## config.mk

```make
export PLATFORM = sky130hd
export DESIGN_NAME = configurable_crc_engine_unit
export DESIGN_NICKNAME = d
export VERILOG_FILES = /design/src/hdl/ccrc_pkg.sv /design/src/hdl/ccrc_regs.sv /design/src/hdl/ccrc_byte_step.sv /design/src/hdl/configurable_crc_engine_unit.sv
export SDC_FILE = /design/constraint.sdc
export NUM_CORES = 1
export LEC_CHECK = 0
export ABC_CLOCK_PERIOD_IN_PS = 5200
export BUFFER_PORTS_ARGS = -buffer_cell sky130_fd_sc_hd__buf_2
export CORE_MARGIN = 4
export CORE_UTILIZATION = 31
export CTS_CLUSTER_DIAMETER = 100
export DETAILED_ROUTE_END_ITERATION = 10
export PLACE_DENSITY = 0.54
export SLEW_MARGIN = 30
export SYNTH_ARGS = -nofsm -noshare
export SYNTH_HDL_FRONTEND = slang
export SYNTH_SLANG_ARGS = --single-unit
```

## constraint.sdc

```tcl
create_clock -name clk -period 5.2 [get_ports clk]
set_input_delay 0.52 -clock clk [delete_from_list [all_inputs] [get_ports clk]]
set_output_delay 0.52 -clock clk [all_outputs]
set_load 0.01 [all_outputs]
```

## src/hdl/ccrc_pkg.sv

```systemverilog
package ccrc_pkg;

	localparam int CCRC_DEFAULT_WIDTH = 32;
	localparam int CCRC_ADDR_W        = 4;

	localparam logic [31:0] CCRC_POLY_RESET = 32'h04C1_1DB7;
	localparam logic [31:0] CCRC_INIT_RESET = 32'hFFFF_FFFF;

	typedef enum logic [1:0] {
		REG_POLY        = 2'd0,
		REG_INIT        = 2'd1,
		REG_REFLECT_IN  = 2'd2,
		REG_REFLECT_OUT = 2'd3
	} reg_idx_t;

	// settings seen by the datapath, wr pulses with each register write
	typedef struct packed {
		logic [31:0] poly;
		logic [31:0] init_crc;
		logic        reflect_in;
		logic        reflect_out;
		logic        wr;
	} cfg_t;

endpackage

```

## src/hdl/ccrc_regs.sv

```systemverilog
module ccrc_regs import ccrc_pkg::*; (
	input  logic                   clk,
	input  logic                   arst_n,
	input  logic                   psel,
	input  logic                   penable,
	input  logic                   pwrite,
	input  logic [CCRC_ADDR_W-1:0] paddr,
	input  logic [31:0]            pwdata,
	output logic [31:0]            prdata,
	output logic                   pready,
	output cfg_t                   cfg
);

	logic [31:0] poly_q;
	logic [31:0] init_q;
	logic        refl_in_q;
	logic        refl_out_q;
	reg_idx_t    idx;
	logic        wr_en;

	assign pready = 1'b1;
	assign idx    = reg_idx_t'(paddr[CCRC_ADDR_W-1:2]);
	assign wr_en  = psel && penable && pwrite && pready;

	always_ff @(posedge clk or negedge arst_n) begin
		if (!arst_n) begin
			poly_q     <= CCRC_POLY_RESET;
			init_q     <= CCRC_INIT_RESET;
			refl_in_q  <= 1'b0;
			refl_out_q <= 1'b0;
		end else if (wr_en) begin
			unique case (idx)
				REG_POLY:        poly_q     <= pwdata;
				REG_INIT:        init_q     <= pwdata;
				REG_REFLECT_IN:  refl_in_q  <= pwdata[0];
				REG_REFLECT_OUT: refl_out_q <= pwdata[0];
				default:         poly_q     <= poly_q;
			endcase
		end
	end

	always_comb begin
		unique case (idx)
			REG_POLY:        prdata = poly_q;
			REG_INIT:        prdata = init_q;
			REG_REFLECT_IN:  prdata = {31'd0, refl_in_q};
			REG_REFLECT_OUT: prdata = {31'd0, refl_out_q};
			default:         prdata = 32'd0;
		endcase
	end

	assign cfg.poly        = poly_q;
	assign cfg.init_crc    = init_q;
	assign cfg.reflect_in  = refl_in_q;
	assign cfg.reflect_out = refl_out_q;
	assign cfg.wr          = wr_en;

endmodule

```

## src/hdl/ccrc_byte_step.sv

```systemverilog
module ccrc_byte_step import ccrc_pkg::*; #(
	parameter int CRC_WIDTH = CCRC_DEFAULT_WIDTH
) (
	input  logic [CRC_WIDTH-1:0] crc,
	input  logic [CRC_WIDTH-1:0] poly,
	input  logic [CRC_WIDTH-1:0] rpoly,
	input  logic [7:0]           data,
	input  logic                 reflect,
	output logic [CRC_WIDTH-1:0] next_crc
);

	logic [CRC_WIDTH-1:0] c;
	logic [7:0]           d;

	// eight bit steps unrolled, lsb first with right shifts when reflected
	always_comb begin
		c = crc;
		d = data;
		if (reflect) begin
			for (int k = 0; k < 8; k++) begin
				if (c[0] ^ d[0])
					c = (c >> 1) ^ rpoly;
				else
					c = c >> 1;
				d = d >> 1;
			end
		end else begin
			c[CRC_WIDTH-1 -: 8] = c[CRC_WIDTH-1 -: 8] ^ data;
			for (int k = 0; k < 8; k++) begin
				if (c[CRC_WIDTH-1])
					c = (c << 1) ^ poly;
				else
					c = c << 1;
			end
		end
		next_crc = c;
	end

endmodule

```

## src/hdl/configurable_crc_engine_unit.sv

```systemverilog
// result path: an accepted last byte passes the input stage, then the result register, before its crc is on m_axis
// throughput: one byte per cycle; ready drops only while a finished crc waits behind
// a stalled output and the next item is itself a last byte
// reset: settings return to poly 0x04C11DB7, init 0xFFFFFFFF, no reflection;
// the crc register restarts from the initial value, no item is held
module configurable_crc_engine_unit import ccrc_pkg::*; #(
	parameter int CRC_WIDTH = CCRC_DEFAULT_WIDTH
) (
	input  logic                   clk,
	input  logic                   arst_n,
	input  logic                   s_axis_tvalid,
	output logic                   s_axis_tready,
	input  logic [7:0]             s_axis_tdata,  // [7:0] data_byte
	input  logic                   s_axis_tlast,
	output logic                   m_axis_tvalid,
	input  logic                   m_axis_tready,
	output logic [31:0]            m_axis_tdata,  // [31:0] crc_value
	input  logic                   psel,
	input  logic                   penable,
	input  logic                   pwrite,
	input  logic [CCRC_ADDR_W-1:0] paddr,
	input  logic [31:0]            pwdata,
	output logic [31:0]            prdata,
	output logic                   pready
);

	localparam int CW = (CRC_WIDTH < 32) ? CRC_WIDTH : 32;

	function automatic logic [CRC_WIDTH-1:0] rev_w(input logic [CRC_WIDTH-1:0] v);
		logic [CRC_WIDTH-1:0] r;
		for (int i = 0; i < CRC_WIDTH; i++)
			r[i] = v[CRC_WIDTH-1-i];
		return r;
	endfunction

	cfg_t                 cfg;
	logic [CRC_WIDTH-1:0] poly_w;
	logic [CRC_WIDTH-1:0] rpoly_w;
	logic [CRC_WIDTH-1:0] init_w;
	logic [CRC_WIDTH-1:0] start_val;
	logic [CRC_WIDTH-1:0] crc_cur;
	logic [CRC_WIDTH-1:0] next_crc;
	logic [CRC_WIDTH-1:0] final_crc;
	logic [CRC_WIDTH-1:0] crc_q;
	logic                 restart_q;
	logic                 v_s1;
	logic [7:0]           data_s1;
	logic                 last_s1;
	logic                 m_valid_q;
	logic [31:0]          m_data_q;
	logic                 out_free;
	logic                 fire;
	logic                 in_acc;

	ccrc_regs u_regs (
		.clk     (clk),
		.arst_n  (arst_n),
		.psel    (psel),
		.penable (penable),
		.pwrite  (pwrite),
		.paddr   (paddr),
		.pwdata  (pwdata),
		.prdata  (prdata),
		.pready  (pready),
		.cfg     (cfg)
	);

	assign poly_w    = CRC_WIDTH'(cfg.poly[CW-1:0]);
	assign init_w    = CRC_WIDTH'(cfg.init_crc[CW-1:0]);
	assign rpoly_w   = rev_w(poly_w);
	assign start_val = cfg.reflect_in ? rev_w(init_w) : init_w;

	// restart_q stands for a crc register holding the start value of the current settings
	assign crc_cur = restart_q ? start_val : crc_q;

	ccrc_byte_step #(.CRC_WIDTH(CRC_WIDTH)) u_step (
		.crc      (crc_cur),
		.poly     (poly_w),
		.rpoly    (rpoly_w),
		.data     (data_s1),
		.reflect  (cfg.reflect_in),
		.next_crc (next_crc)
	);

	assign final_crc = (cfg.reflect_in != cfg.reflect_out) ? rev_w(next_crc) : next_crc;

	assign out_free      = !m_valid_q || m_axis_tready;
	assign fire          = v_s1 && (!last_s1 || out_free);
	assign s_axis_tready = !v_s1 || fire;
	assign in_acc        = s_axis_tvalid && s_axis_tready;

	always_ff @(posedge clk or negedge arst_n) begin
		if (!arst_n) begin
			v_s1      <= 1'b0;
			restart_q <= 1'b1;
			m_valid_q <= 1'b0;
		end else begin
			if (s_axis_tready)
				v_s1 <= s_axis_tvalid;
			if (cfg.wr)
				restart_q <= 1'b1;
			else if (fire)
				restart_q <= last_s1;
			if (fire && last_s1)
				m_valid_q <= 1'b1;
			else if (m_axis_tready)
				m_valid_q <= 1'b0;
		end
	end

	always_ff @(posedge clk) begin
		if (in_acc) begin
			data_s1 <= s_axis_tdata;
			last_s1 <= s_axis_tlast;
		end
		if (fire)
			crc_q <= next_crc;
		if (fire && last_s1)
			m_data_q <= 32'(final_crc);
	end

	assign m_axis_tvalid = m_valid_q;
	assign m_axis_tdata  = m_data_q;

	a_restart_after_last: assert property (@(posedge clk) disable iff (!arst_n)
		fire && last_s1 |=> restart_q)
		else $error("crc register not restarted after a last item");

	a_restart_after_cfg: assert property (@(posedge clk) disable iff (!arst_n)
		cfg.wr |=> restart_q)
		else $error("crc register not restarted after a register write");

	a_result_after_last: assert property (@(posedge clk) disable iff (!arst_n)
		fire && last_s1 |=> m_valid_q)
		else $error("finished crc not presented");

	a_stall_cause: assert property (@(posedge clk) disable iff (!arst_n)
		!s_axis_tready |-> v_s1 && last_s1 && m_valid_q && !m_axis_tready)
		else $error("input stalled without a blocked result");

endmodule
```

==> summary.md <==
| Metric | Value |
|---|---|
| Vias in the first global route | 13.4k |
| Worst R2R End | m_axis_tdata[7] |
| Post-DP Area | 0.0181 mm2 |
| Rel. slew slack | 33.8% |
| Worst skew pair latency | 460 ps |
| Via density per instance | 5.20 |
| Post-synth EDFFs | 73 |
| Core area | 0.0516 mm2 |
| Yosys warning count | 0 |
| Main combinational cell family by area after synthesis | XOR/XNOR gates |
| Non-Filler Instances | 2,763 |
| TritonRoute pass-1 iters | 6 |
| Crit path launch type | register |
| Worst r2r src | u_regs.refl_in_q |
| Unrepaired setup endpoints after global routing | true |
| Share of layout cells above drive strength 1 | 24.8% |
| Ant diodes | 0 |
| HPWL after DPL | 41.6 mm |
| Root buf cell | clkbuf_16 |
| CTS tree | built |
| Outcome | completed |
| Xor/xnor share of the synthesized area | 27.1% |
| Ys flop type | edfxtp_1 |
| R2R Setup Slk | 150 ps |
| Residual overflow from global routing | 0 |
| Post-synthesis sequential area ratio | 24.4% |
| WL per Instance | 19.9 um |
| CTS clk-pin slew, worst paths | 70 ps |
| Crit path max fanout | 21 |
| Starting Density | 31.5% |
| Final wirelength | 55.1 mm |
| Cts-stage hold buffer count | 0 |
| Post-synth net total | 2,038 |
| Pin count of the biggest net entering global routing | 65 |
| # clock sinks | 142 |
| Clock Skew | 12.1 ps |
| Std cell rows | 83 |
| Via count | 14.4k |
| Compound-Gate Fraction of Synth Area | 13.6% |
| Post-Synth Simple-Gate Area | 19.8% |
| Crit-path max cell delay | 560 ps |
| Total GRT Usage | 18.9% |
| Die width | 237 um |
| Synth cell types | 91 |
| Worst-margin pin slew | 989 ps |
| Top delay family on crit path | simple AND/OR/NAND/NOR gates |
| CP Cell Sequence | mux2i_4, mux2i_4, or2_0, buf_4, and3_1, nor3_1, xnor3_2, mux2i_2, and3_1, o211a_1, or4_4, nand3_4, buf_16, nand3_2, xnor2_2, a22oi_1, o221ai_1 |
| Final Slew Violations | 0 |
| Crit path kind | reg -> reg |
| Most frequent cells in the layout | 478 x nand2_1, 386 x xnor2_1, 120 x buf_4 |
| HP Class | in -> async |
| Stages on the worst setup path | 17 |
| Hold Vio Cnt, Final | 0 |
| Commonest non-fill, non-tap cell in the layout | nand2_1 |
| MaxCap Viol Count | 0 |
| Critical path's slowest cell | dfrtp_4 |
| Die Footprint | 0.0562 mm2 |
| CTS H-Tree Depth | 4 |
| Mux contribution to synthesized area | 9.48% |
| Number of synthesized register bits | 142 |
| DP Cell Count | 2,725 |
| I/O Pins | 119 |
| Final setup fails | 0 |
| DRT iter0 DRCs | 1,262 |
| Fin nets | 2,122 |
| Syn avg cell area | 8.20 um2 |
| Adder-Cell Fraction of Synth Area | 0% |
| R2R depth | 17 |
| Cts bufs inserted | 17 |
| Gpl congestion | 0.947 |
| Die Y | 237 um |
| Final Util | 36.8% |
| Tmin final | 5050 ps |
| Synth-to-layout area growth | 16.5% |
| Max Clk Rate | 198 MHz |
| Initial antenna violation count | 0 |
| Data arrival, critical path | 5220 ps |
| Finished Cell Area | 0.0190 mm2 |
| CP endpoint kind | register |
| Final ANT Viol Nets | 0 |
| Mapped Area | 0.0163 mm2 |
| CP required | 5380 ps |
| DRC violations left | 0 |
| Buffers and inverters on the worst path | 2 |
| Post-Syn Instances | 1,986 |
| Clk buf depth | 2 |
| Async SR Flop Fraction | 48.6% |
| Fin crit share | 97.0% |
| First-pass GRT wire length | 83.4 mm |
| IO buf count | 115 |
-- synth_stat cells, drive strengths merged, types with 3 or more instances --
cell / count / area [um2]
a211o: 7 / 61.3
a211oi: 18 / 173
a21o: 7 / 53.8
a21oi: 62 / 310
a221oi: 27 / 262
a22oi: 9 / 72.6
a31oi: 6 / 37.5
a32o: 3 / 30.0
a32oi: 11 / 96.3
a41oi: 3 / 26.3
and2: 7 / 43.8
and3: 12 / 75.1
buf: 81 / 462
clkbuf: 102 / 383
dfrtp: 22 / 551
dfstp: 47 / 1230
edfxtp: 73 / 2190
inv: 16 / 60.1
mux2: 64 / 721
mux2i: 76 / 801
nand2: 478 / 1790
nand2b: 10 / 62.6
nand3: 49 / 523
nand3b: 5 / 37.5
nand4: 4 / 25.0
nor2: 106 / 403
nor2b: 3 / 18.8
nor3: 15 / 80.1
o2111a: 3 / 33.8
o211a: 5 / 50.1
o211ai: 16 / 125
o21a: 4 / 30.0
o21ai: 74 / 370
o221ai: 5 / 43.8
o22ai: 33 / 206
o31ai: 6 / 50.1
or2: 6 / 37.5
or3: 3 / 18.8
or4: 3 / 30.0
xnor2: 423 / 3860
xnor3: 5 / 114
xor2: 45 / 428
-- logic make-up (layout without fill, tap and decap cells) --
| group | count (synthesis) | in the layout |
|---|---|---|
| compound gates | 319 | 319 |
| simple gates | 710 | 710 |
| other cells | 1 | 1 |
| flops | 142 | 142 |
| xor+xnor | 473 | 474 |
| buf+inv | 200 | 296 |
| mux | 141 | 141 |
-- per-stage QoR --
step | worst slack [ps] | hold slack, ps | TNS (ps)
floorplan | 566 | 224 | 0
global placement | 33.7 | 514 | 0
detailed placement | 111 | 527 | 0
CTS | 71.5 | 208 | 0
global route | -28.7 | 71.7 | -61.5
finish | 154 | 49.8 | 0
-- layer usage --
layer | global-route usage (%) | wire [um] | vias up
li1 | - | - | 6886
met1 | 28.7 | 26900 | 6960
met2 | 28.3 | 24000 | 476
met3 | 2.38 | 3210 | 47
met4 | 4.53 | 954 | 0
met5 | 0 | 0 | -
-- cell type report --
type | count | area (um2)
fillers | 5290 | 32600
multi-input cells | 1645 | 11800
flip-flops and latches | 142 | 3980
repair buffers | 247 | 1740
well taps | 680 | 851
clock buffers | 19 | 454
clock inverters | 13 | 123
inverters | 17 | 63.8
-- worst max-delay path by stage --
stage                           from          endpoint  slack, ps
CTS                 u_regs.refl_in_q  m_axis_tdata[17]         70
global placement    u_regs.refl_in_q          crc_q[7]         30
finish              u_regs.refl_in_q   m_axis_tdata[7]        150
floorplan                  restart_q  m_axis_tdata[25]        570
detailed placement  u_regs.refl_in_q  m_axis_tdata[17]        110
global route        u_regs.refl_in_q  m_axis_tdata[16]        -30
-- sequential cells by signal, summed over array words and instances (netlist names) --
register / count
crc_q: 32
data_s1: 8
last_s1: 1
m_axis_tdata: 32
m_axis_tvalid: 1
restart_q: 1
u_regs.init_q: 32
u_regs.poly_q: 32
u_regs.refl_in_q: 1
u_regs.refl_out_q: 1
v_s1: 1
-- what timing repair did --
item                                    in CTS  in global routing
endpoints found under the setup margin       0                 63
gates resized for setup                      0                 47
setup buffers                                0                  5
hold endpoints to repair                     0                  0
Power is not shown: default switching activity piles up to over one toggle a cycle in this logic, so the estimate is an artifact.
